<file path="src/rtl/core/thc_pkg.sv">
// Shared constants and fixed-point helpers for the temperature/humidity converter.
package thc_pkg;

  localparam int unsigned BYTE_W    = 8;
  localparam int unsigned NUM_W     = 27;   // holds 1750 * 65535 plus rounding bias
  localparam int unsigned QUOT_W    = 11;   // quotient never exceeds 1750
  localparam int unsigned TEMP_W    = 11;
  localparam int unsigned HUM_W     = 10;

  localparam logic [BYTE_W-1:0] CRC_INIT     = 8'hFF;
  localparam logic [BYTE_W-1:0] CRC_POLY_RST = 8'h31;

  localparam logic [10:0]      TEMP_GAIN   = 11'd1750;       // tenths over full scale
  localparam logic [9:0]       HUM_GAIN    = 10'd1000;
  localparam logic [NUM_W-1:0] FULL_SCALE  = 27'd65535;
  localparam logic [NUM_W-1:0] CEIL_BIAS   = 27'd65534;
  localparam logic [NUM_W-1:0] OFFSET_NUM  = 27'd29490750;   // 450 tenths times full scale
  localparam logic [QUOT_W-1:0] OFFSET_T   = 11'd450;

  // floor(x / 65535) for x below 2^27: x = q0*65536 + lo, so the remainder
  // against 65535 is lo + q0, which stays below twice the divisor.
  function automatic logic [QUOT_W-1:0] div_full_scale(input logic [NUM_W-1:0] x);
    logic [QUOT_W-1:0] q0;
    logic [16:0]       rem;
    q0  = x[NUM_W-1:16];
    rem = {1'b0, x[15:0]} + {6'b0, q0};
    return (rem >= 17'd65535) ? (q0 + 11'd1) : q0;
  endfunction

endpackage

</file>
<file path="src/rtl/core/thc_crc_byte.sv">
// Eight MSB-first CRC-8 shift steps over one data byte.
module thc_crc_byte (
  input  logic [thc_pkg::BYTE_W-1:0] crc_i,
  input  logic [thc_pkg::BYTE_W-1:0] data_i,
  input  logic [thc_pkg::BYTE_W-1:0] poly_i,
  output logic [thc_pkg::BYTE_W-1:0] crc_o
);
  import thc_pkg::*;

  always_comb begin
    logic [BYTE_W-1:0] c;
    c = crc_i ^ data_i;
    for (int b = 0; b < BYTE_W; b++) begin
      if (c[BYTE_W-1]) begin
        c = {c[BYTE_W-2:0], 1'b0} ^ poly_i;
      end else begin
        c = {c[BYTE_W-2:0], 1'b0};
      end
    end
    crc_o = c;
  end

endmodule

</file>
<file path="src/rtl/core/temp_humidity_crc_convert.sv">
// Top level of the temperature/humidity frame checker and converter.
//
// Pulse start for one cycle with a six-byte sensor frame on the inputs;
// busy is never raised, so a frame may be issued on every clock cycle.
// Each frame yields exactly one result, shown for a single cycle with
// done_o high, after input, middle and result registers. The receiver
// cannot stall: capture the result in the cycle done_o is high or lose it.
// The rate is one frame per cycle, set by the three-stage register chain
// (input register, middle register, result register); the CRC walk is
// split one byte per stage. Each word is checked with CRC-8, MSB first,
// initial value 0xFF, polynomial from the configuration register (reset
// 0x31). A word whose CRC does not match reports valid low and zero for
// every field of that quantity. Temperature is reported as a distance from
// 45 degrees in tenths with a side flag; humidity in tenths of a percent.
// Write the polynomial only while no frame is in flight; the configuration
// channel is always ready.
module temp_humidity_crc_convert (
  input  logic                        clk_i,
  input  logic                        rst_ni,
  // command side
  input  logic                        start,
  output logic                        busy,
  input  logic [thc_pkg::BYTE_W-1:0]  temp_msb_i,
  input  logic [thc_pkg::BYTE_W-1:0]  temp_lsb_i,
  input  logic [thc_pkg::BYTE_W-1:0]  temp_crc_i,
  input  logic [thc_pkg::BYTE_W-1:0]  hum_msb_i,
  input  logic [thc_pkg::BYTE_W-1:0]  hum_lsb_i,
  input  logic [thc_pkg::BYTE_W-1:0]  hum_crc_i,
  // configuration write channel
  input  logic                        cfg_valid_i,
  output logic                        cfg_ready_o,
  input  logic [thc_pkg::BYTE_W-1:0]  cfg_data_i,
  // result side
  output logic                        done_o,
  output logic                        temp_valid_o,
  output logic                        temp_above_o,
  output logic [thc_pkg::TEMP_W-1:0]  temp_tenths_o,
  output logic                        hum_valid_o,
  output logic [thc_pkg::HUM_W-1:0]   hum_tenths_o
);
  import thc_pkg::*;

  // ---------------------------------------------------------------- config
  logic [BYTE_W-1:0] poly_q;

  assign cfg_ready_o = 1'b1;
  assign busy        = 1'b0;

  always_ff @(posedge clk_i or negedge rst_ni) begin
    if (!rst_ni) begin
      poly_q <= CRC_POLY_RST;
    end else if (cfg_valid_i && cfg_ready_o) begin
      poly_q <= cfg_data_i;
    end
  end

  // ---------------------------------------------------------- input stage
  logic              in_vld_q;
  logic [BYTE_W-1:0] t_hi_q, t_lo_q, t_rx_q, h_hi_q, h_lo_q, h_rx_q;

  always_ff @(posedge clk_i or negedge rst_ni) begin
    if (!rst_ni) begin
      in_vld_q <= 1'b0;
    end else begin
      in_vld_q <= start && !busy;
    end
  end

  // Payload needs no reset; capture each accepted transaction.
  always_ff @(posedge clk_i) begin
    if (start && !busy) begin
      t_hi_q <= temp_msb_i;
      t_lo_q <= temp_lsb_i;
      t_rx_q <= temp_crc_i;
      h_hi_q <= hum_msb_i;
      h_lo_q <= hum_lsb_i;
      h_rx_q <= hum_crc_i;
    end
  end

  // First CRC byte and the constant scalings of the raw words.
  logic [BYTE_W-1:0] t_crc1_d, h_crc1_d;
  logic [NUM_W-1:0]  t_num_d, h_num_d;

  thc_crc_byte u_t_crc_hi (
    .crc_i  (CRC_INIT),
    .data_i (t_hi_q),
    .poly_i (poly_q),
    .crc_o  (t_crc1_d)
  );

  thc_crc_byte u_h_crc_hi (
    .crc_i  (CRC_INIT),
    .data_i (h_hi_q),
    .poly_i (poly_q),
    .crc_o  (h_crc1_d)
  );

  // Widen both operands first so the product keeps every bit.
  assign t_num_d = NUM_W'({t_hi_q, t_lo_q}) * NUM_W'(TEMP_GAIN);
  assign h_num_d = NUM_W'({h_hi_q, h_lo_q}) * NUM_W'(HUM_GAIN);

  // --------------------------------------------------------- middle stage
  logic              mid_vld_q;
  logic [BYTE_W-1:0] t_crc1_q, h_crc1_q, t_lo2_q, h_lo2_q, t_rx2_q, h_rx2_q;
  logic [NUM_W-1:0]  t_num_q, h_num_q;

  always_ff @(posedge clk_i or negedge rst_ni) begin
    if (!rst_ni) begin
      mid_vld_q <= 1'b0;
    end else begin
      mid_vld_q <= in_vld_q;
    end
  end

  always_ff @(posedge clk_i) begin
    if (in_vld_q) begin
      t_crc1_q <= t_crc1_d;
      h_crc1_q <= h_crc1_d;
      t_lo2_q  <= t_lo_q;
      h_lo2_q  <= h_lo_q;
      t_rx2_q  <= t_rx_q;
      h_rx2_q  <= h_rx_q;
      t_num_q  <= t_num_d;
      h_num_q  <= h_num_d;
    end
  end

  // Finish the CRC with the low byte, then divide by full scale.
  logic [BYTE_W-1:0] t_crc2, h_crc2;

  thc_crc_byte u_t_crc_lo (
    .crc_i  (t_crc1_q),
    .data_i (t_lo2_q),
    .poly_i (poly_q),
    .crc_o  (t_crc2)
  );

  thc_crc_byte u_h_crc_lo (
    .crc_i  (h_crc1_q),
    .data_i (h_lo2_q),
    .poly_i (poly_q),
    .crc_o  (h_crc2)
  );

  logic              t_ok, h_ok, t_above;
  logic [QUOT_W-1:0] t_floor, t_ceil, h_floor;
  logic              temp_valid_d, temp_above_d, hum_valid_d;
  logic [TEMP_W-1:0] temp_tenths_d;
  logic [HUM_W-1:0]  hum_tenths_d;

  always_comb begin
    t_ok    = (t_crc2 == t_rx2_q);
    h_ok    = (h_crc2 == h_rx2_q);
    // Comparing 1750*raw against 450*65535 equals comparing 175*raw to 45*65535.
    t_above = (t_num_q >= OFFSET_NUM);
    t_floor = div_full_scale(t_num_q);
    t_ceil  = div_full_scale(t_num_q + CEIL_BIAS);
    h_floor = div_full_scale(h_num_q);

    temp_valid_d  = t_ok;
    temp_above_d  = t_ok && t_above;
    temp_tenths_d = '0;
    if (t_ok) begin
      temp_tenths_d = t_above ? TEMP_W'(t_floor - OFFSET_T) : TEMP_W'(OFFSET_T - t_ceil);
    end

    // Drop the quantity to zero on a CRC mismatch.
    hum_valid_d  = h_ok;
    hum_tenths_d = h_ok ? h_floor[HUM_W-1:0] : '0;
  end

  // --------------------------------------------------------- result stage
  logic              done_q;
  logic              temp_valid_q, temp_above_q, hum_valid_q;
  logic [TEMP_W-1:0] temp_tenths_q;
  logic [HUM_W-1:0]  hum_tenths_q;

  always_ff @(posedge clk_i or negedge rst_ni) begin
    if (!rst_ni) begin
      done_q <= 1'b0;
    end else begin
      done_q <= mid_vld_q;
    end
  end

  always_ff @(posedge clk_i) begin
    if (mid_vld_q) begin
      temp_valid_q  <= temp_valid_d;
      temp_above_q  <= temp_above_d;
      temp_tenths_q <= temp_tenths_d;
      hum_valid_q   <= hum_valid_d;
      hum_tenths_q  <= hum_tenths_d;
    end
  end

  assign done_o        = done_q;
  assign temp_valid_o  = temp_valid_q;
  assign temp_above_o  = temp_above_q;
  assign temp_tenths_o = temp_tenths_q;
  assign hum_valid_o   = hum_valid_q;
  assign hum_tenths_o  = hum_tenths_q;

endmodule

</file>
<file path="config.mk">
export PLATFORM = sky130hd
export DESIGN_NAME = temp_humidity_crc_convert
export DESIGN_NICKNAME = d
export VERILOG_FILES = /design/src/rtl/core/thc_pkg.sv /design/src/rtl/core/thc_crc_byte.sv /design/src/rtl/core/temp_humidity_crc_convert.sv
export SDC_FILE = /design/constraint.sdc
export NUM_CORES = 1
export LEC_CHECK = 0
export BUFFER_PORTS_ARGS = -buffer_cell sky130_fd_sc_hd__buf_4
export CAP_MARGIN = 10
export CORE_ASPECT_RATIO = 0.9
export CORE_UTILIZATION = 64
export DETAILED_ROUTE_END_ITERATION = 8
export PLACE_DENSITY = 0.82
export SLEW_MARGIN = 20
export SYNTH_ARGS = -nofsm -noshare
export SYNTH_HDL_FRONTEND = slang
export SYNTH_SLANG_ARGS = --single-unit
</file>
<file path="constraint.sdc">
create_clock -name clk_i -period 6.95 [get_ports clk_i]
set_clock_uncertainty 0.05 [all_clocks]
set_input_delay 1.0425 -clock clk_i [delete_from_list [all_inputs] [get_ports clk_i]]
set_output_delay 1.0425 -clock clk_i [all_outputs]
set_load 0.01 [all_outputs]
</file>
==> metrics.md, run 1 <==
| Metric | Value |
|---|---|
| Slowest cell on crit path | o311ai_1 |
| Inserted Clock Buffers | 17 |
| Root buffer cell | clkbuf_16 |
| Sequential share of the synthesized area | 27.4% |
| M1 GR Usage | 42.7% |
| Worst Max-Slew Pin Slew | 0.991 ns |
| Final setup fails | 0 |
| # nets final | 2372 |
| R2r endpoint | temp_tenths_o[8] |
| Status | finished, final reports clean |
| CP max FO | 8 |
| ANT nets after route | 0 |
| Post-Syn Instances | 1972 |
| Core Area | between 20000 and 30000 um^2 |
| Initial antenna violation count | 0 |
| CP required | 7.16 ns |
| GRT met2 Usage | 50.5% |
| Crit path arrival time | 6.63 ns |
| Vias in the first global route | 15.1k |
| Worst r2r src | t_lo2_q[0] |
| CTS Sinks | between 150 and 200 |
| Global-route wire length before repair | 75600 um |
| Period utilization | 92.3% |
| Vias | roughly 15k |
| CP Cell Sequence | inv_1 > ha_1 > nand2b_1 > or3_1 > o311ai_1 > xor2_1 > inv_1 > ha_1 > a21oi_1 > nor2b_1 > a311o_1 > a211oi_1 > o2111ai_1 > nor4_1 > o2111ai_1 > nor2_1 > a21oi_1 > mux2_2 > ha_1 > inv_1 > o211ai_1 > a32o_1 > a311oi_1 |
| DRC violations left | 0 |
| Antenna Cells | 0 |
| Commonest non-fill, non-tap cell in the layout | xnor2_1 |
| Register clock-pin slew on the reported worst setup and hold paths | 0.08 ns |
| Multi-input logic area | roughly 13000 um^2 |
| Yosys warning total | 0 |
| PortBufs | 84 |
| Asr flop ratio synth | 6.21% |
| Total gr overflow | 0 |
| Post-CTS Resized | 0 |
| Largest net degree at the start of global routing | 77 |
| DR pass1 iterations | 5 |
| Total GRT Usage | 31.3% |
| Worst slew margin | 33.9% |
| Setup TNS | 0 ns |
| Fin. max-slew vios | 0 |
| Final GP Congestion | 0.928 |
| Final wirelength | 46800 um |
| CTS tree | yes |
| Seq cells post-synth | around 180 |
| Crit path launch | t_lo2_q[0] |
| WS Path Type | reg -> reg |
| CP Capture Type | register |
| Initial core utilization | 65.8% |
| Critical path's largest stage delay | 0.60 ns |
| F_max | 156 MHz |
| Reg2Reg Setup Slack | 0.53 ns |
| Post-synthesis net count | 2323 |
| Clock Latency Late Sink | between 0.4 and 0.5 ns |
| Ys flop type | edfxtp_1 |
| Max Buffers Root-to-Sink | 2 |
| DR vias/cell | between 6 and 7 |
| Layout fillers | between 2k and 2.5k |
| Setup Buffers After CTS | 0 |
| Die X | 185 um |
| Sequential cell area | ~5300 um^2 |
| Die height | between 150 and 200 um |
| Site row count | 59 |
| Share of layout cells above drive strength 1 | 9.39% |
| Syn Area/Cell | 9.76 um^2 |
| FF-to-FF path depth | 23 |
| Wire per inst | 19.3 um |
| Final Hold Vio Count | 0 |
| Worst Setup EP | temp_tenths_o[8] |
| Detailed Place HPWL | 34900 um |
| Minimum clock period | approximately 6.4 ns |
| Area Growth Syn to Fin | 8.18% |
| GR Layer Usage met3 | about 4.3% |
| Total die area | around 30000 um^2 |
| Number of synthesized flops with an enable pin | 166 |
| RSZ-0062 raised after global routing | false |
| Max Cap Viol | 0 |
| Post-synth design cell area | just under 20000 um^2 |
| Hold_buf cts | 0 |
| I/O Pins | 87 |
| Post-synth cell types | 95 |
| H-tree Lvls | 4 |
| Grt peak-use layer | met2 |
| Drt first-iter violations | approximately 1.3k |
| Crit start category | register |
| Hold Path Class | in -> async |
| Leading cell types in the layout, fill and taps excluded | xnor2_1, nand2_1, ha_1 |
## cell usage after synthesis, types with 18 or more instances
cell type	count	area [um^2]
nand2_1	230	863
nand3_1	48	240
or3_1	18	113
a211oi_1	19	143
xor2_1	69	604
nor2_1	87	327
or2_2	19	119
o21a_1	18	135
clkbuf_1	59	221
edfxtp_1	166	4980
nor3_1	51	255
and3_1	27	169
nand4_1	18	113
inv_1	144	541
ha_1	173	2160
fa_1	118	2360
o21ai_0	60	300
a21oi_1	86	430
xnor2_1	240	2100
## worst min-delay path by stage
stage / end / slack (ns) / cells after the start / from
3_3_place_gp: t_rx2_q[3] / 0.35 / 0 / t_rx_q[3]
6_report: in_vld_q / 0.36 / 1 / rst_ni
3_5_place_dp: h_rx2_q[4] / 0.35 / 0 / h_rx_q[4]
2_1_floorplan: h_rx2_q[0] / 0.35 / 0 / h_rx_q[0]
4_1_cts: in_vld_q / 0.36 / 1 / rst_ni
5_1_grt: done_o / 0.36 / 1 / rst_ni
## logic make-up after synthesis
logic type                 count (synthesis)  share of synthesized area (%)
AOI/OAI and AO/OA                        347                           12.5
DFF                                      177                           27.4
adders and majority gates                291                           23.5
muxes                                     22                           1.21
and+or+nand+nor                          585                           14.7
buffers and inverters                    219                           4.42
xor gates and xnor gates                 329                           16.3
other                                      2                         0.0390
## registers in the layout, indices dropped and copies added, names as in the netlist
signal / flops
h_lo_q: 8
t_rx2_q: 8
t_lo2_q: 8
done_o: 1
t_rx_q: 8
in_vld_q: 1
h_rx_q: 8
temp_valid_o: 1
temp_tenths_o: 11
poly_q: 8
temp_above_o: 1
t_lo_q: 8
h_crc1_q: 8
h_num_q: 21
h_hi_q: 8
hum_tenths_o: 10
h_rx2_q: 8
t_crc1_q: 8
t_num_q: 25
hum_valid_o: 1
mid_vld_q: 1
t_hi_q: 8
h_lo2_q: 8
## final cells by class
class,count,area share (%)
tap,396,2.38
inverter,147,2.65
clock inverter,14,0.836
multi-input combinational,1576,63.1
timing repair buffer,102,3.68
sequential,177,25.3
clock buffer,18,2.06
## worst max-delay path, delay by kind of cell, from the launching register on
family / cells / cell delay, ns
adder cells (fa/ha/maj): 3 / 0.88
XOR/XNOR: 1 / 0.23
AND/OR/NAND/NOR: 5 / 1.15
flip-flops: 1 / 0.51
multiplexers: 1 / 0.35
AO/OA/AOI/OAI: 10 / 2.75
buffers and inverters: 3 / 0.31
## stage by stage
step / cell area, um^2 / instances / utilization (%) / setup slack (ns) / hold slack, ns
floorplan: 19200 / 1972 / - / 1.34 / 0.350
global placement: 20200 / 2398 / 69.1 / 0.834 / 0.354
finish: 20800 / 2430 / 71.2 / 0.533 / 0.364
CTS: 20800 / 2430 / 71.2 / 0.648 / 0.356
detailed placement: 20200 / 2398 / 69.1 / 0.670 / 0.355
global route: 20800 / 2430 / 71.2 / 0.0301 / 0.361
## per-layer routing
layer	up-vias	share of wire, %
met5	-	0
met4	0	2.7
met3	119	7.6
met2	693	46
met1	7230	43
li1	7015	-
Power of run 1 is left out: the tool's default activity adds up to more than one toggle a clock period on the data nets, which glitch-free logic cannot reach.
==> run 2, diff against run 1 <==
--- a/config.mk
+++ b/config.mk
@@ -11,6 +11,7 @@
 export CORE_UTILIZATION = 64
 export DETAILED_ROUTE_END_ITERATION = 8
 export PLACE_DENSITY = 0.82
+export RECOVER_POWER = 50
 export SLEW_MARGIN = 20
 export SYNTH_ARGS = -nofsm -noshare
 export SYNTH_HDL_FRONTEND = slang
==> run 2 against run 1 <==
Against the previous run: the flow now finishes with violations (max-capacitance violations, max-slew violations); first-iteration DRC count is 9.0% higher; global-route usage stayed put; non-clock buffer count stayed put; critical path type unchanged; critical endpoint unchanged.
==> metrics.md, run 2 (synthesis results as in run 1) <==
| Metric | Value |
|---|---|
| Max Cap Viol | 1 (+1) |
| Die X | 185 um (unchanged) |
| Final wirelength | 46600 um (-0.43%) |
| # nets final | 2372 (unchanged) |
| Register clock-pin slew on the reported worst setup and hold paths | 0.07 ns (about the same) |
| Failing checks | max-capacitance violations, max-slew violations |
| CTS Sinks | 177 (unchanged) |
| DR vias/cell | 6.17 (-0.37%) |
| Leading cell types in the layout, fill and taps excluded | xnor2_1, nand2_1, ha_1 |
| Total gr overflow | 0 (unchanged) |
| Inserted Clock Buffers | 17 (unchanged) |
| Root buffer cell | clkbuf_16 |
| Share of layout cells above drive strength 1 | 9.00% (-0.39 points) |
| Setup TNS | 0 ns (unchanged) |
| DR pass1 iterations | 6 (+1) |
| Site row count | 59 (unchanged) |
| Period utilization | 92.2% (about the same) |
| Total die area | 30800 um^2 (unchanged) |
| Final non-filler cell total | 2432 (+0.082%) |
| Wire per inst | 19.2 um (-0.51%) |
| Drt first-iter violations | 1393 (+9.0%) |
| Multi-input logic area | 13100 um^2 (unchanged) |
| F_max | 156 MHz (about the same) |
| Inst Count DP | 2398 (unchanged) |
| Hold Path Class | reg -> reg |
| Worst setup margin | 0.539 ns (+0.00600 ns) |
| Global-route wire length before repair | 75600 um (unchanged) |
| Detailed Place HPWL | 34900 um (unchanged) |
| Die height | 166 um (unchanged) |
| Vias in the first global route | 15.1k (unchanged) |
| WS Path Type | reg -> reg |
| Worst slew margin | -101% (-140 points) |
| Crit path arrival time | 6.62 ns (about the same) |
| Initial antenna violation count | 0 (unchanged) |
| ANT nets after route | 0 (unchanged) |
| Setup Buffers After CTS | 0 (unchanged) |
| Final core utilization | 71.1% (about the same) |
| Hold_buf cts | 0 (unchanged) |
| RSZ-0062 raised after global routing | false |
| Final Hold Vio Count | 0 (unchanged) |
| Core Area | 29200 um^2 (unchanged) |
| Post-CTS Resized | 0 (unchanged) |
| Area Growth Syn to Fin | 8.09% (about the same) |
| CP max FO | 8 (unchanged) |
| CP Capture Type | register |
| Crit start category | register |
| Final setup fails | 0 (unchanged) |
| Worst slack, placed | 0.670 ns (unchanged) |
| Vias | 15.0k (-0.29%) |
| PortBufs | 84 (unchanged) |
| Reg with most FFs | t_num_q |
| Worst Max-Slew Pin Slew | 3.02 ns (+2.03 ns) |
| CTS tree | yes |
| Largest net degree at the start of global routing | 77 (unchanged) |
| CP required | 7.16 ns (about the same) |
| H-tree Lvls | 4 (unchanged) |
| Clock Latency Late Sink | 0.46 ns (about the same) |
| Sequential cell area | 5260 um^2 (about the same) |
| Fin. max-slew vios | 50 (+50) |
| Final GP Congestion | 0.928 (unchanged) |
| I/O Pins | 87 (unchanged) |
| Minimum clock period | 6.41 ns (-0.00600 ns) |
| Max Buffers Root-to-Sink | 2 (unchanged) |
| Initial core utilization | 65.8% (unchanged) |
| Layout fillers | 2112 (+0.48%) |
| Status | finished, violations left |
| DRC violations left | 0 (unchanged) |
| Max reg flops | 25 (unchanged) |
| Commonest non-fill, non-tap cell in the layout | xnor2_1 |
| Total GRT Usage | 31.3% (unchanged) |
[run 2: worst paths after layout]
path                            start                to  slack (ns)  cells after the start
hold / removal              t_rx_q[1]        t_rx2_q[1]        0.37                      0
setup / recovery           t_lo2_q[0]  temp_tenths_o[8]        0.54                     23
min in group asynchronous      rst_ni          in_vld_q        0.51                      1
hold reg to reg             t_rx_q[1]        t_rx2_q[1]        0.37                      0
setup reg to reg           t_lo2_q[0]  temp_tenths_o[8]        0.54                     23
max in group asynchronous      rst_ni         mid_vld_q        5.96                      1
[run 2: area by class of cell]
type / count / area share [%]
Multi-Input combinational cell: 1576 / 63.1
Clock buffer: 18 / 2.06
Clock inverter: 14 / 0.836
Inverter: 147 / 2.65
Tap cell: 396 / 2.38
Sequential cell: 177 / 25.3
Timing Repair Buffer: 102 / 3.59
Antenna cell: 2 / 0.0241
[run 2: per-stage QoR]
stage | hold WS [ns] | area [um^2]
floorplan | 0.350 | 19200
global placement | 0.354 | 20200
detailed placement | 0.355 | 20200
CTS | 0.356 | 20800
global route | 0.377 | 20800
finish | 0.370 | 20800
[run 2: worst max-delay path, cell delays in order (launching register included)]
cell	delay [ns]
edfxtp_1	0.51
inv_1	0.14
ha_1	0.24
nand2b_1	0.13
or3_1	0.40
o311ai_1	0.60
xor2_1	0.23
inv_1	0.10
ha_1	0.39
a21oi_1	0.36
nor2b_1	0.10
a311o_1	0.28
a211oi_1	0.22
o2111ai_1	0.14
nor4_1	0.40
o2111ai_1	0.23
nor2_1	0.13
a21oi_1	0.20
mux2_2	0.35
ha_1	0.25
inv_1	0.07
o211ai_1	0.17
a32o_1	0.32
a311oi_1	0.23
[run 2: per-layer routing]
metal / vias up / global-route usage [%] / share of wire (%) / wire, um
met3: 110 / 4.33 / 7.2 / 3380
met1: 7210 / 42.7 / 43 / 20200
met4: 0 / 11.9 / 2.7 / 1260
li1: 7023 / - / - / -
met5: - / 0 / 0 / 0
met2: 671 / 50.5 / 47 / 21800
Power of run 2 is left out for the same reason.
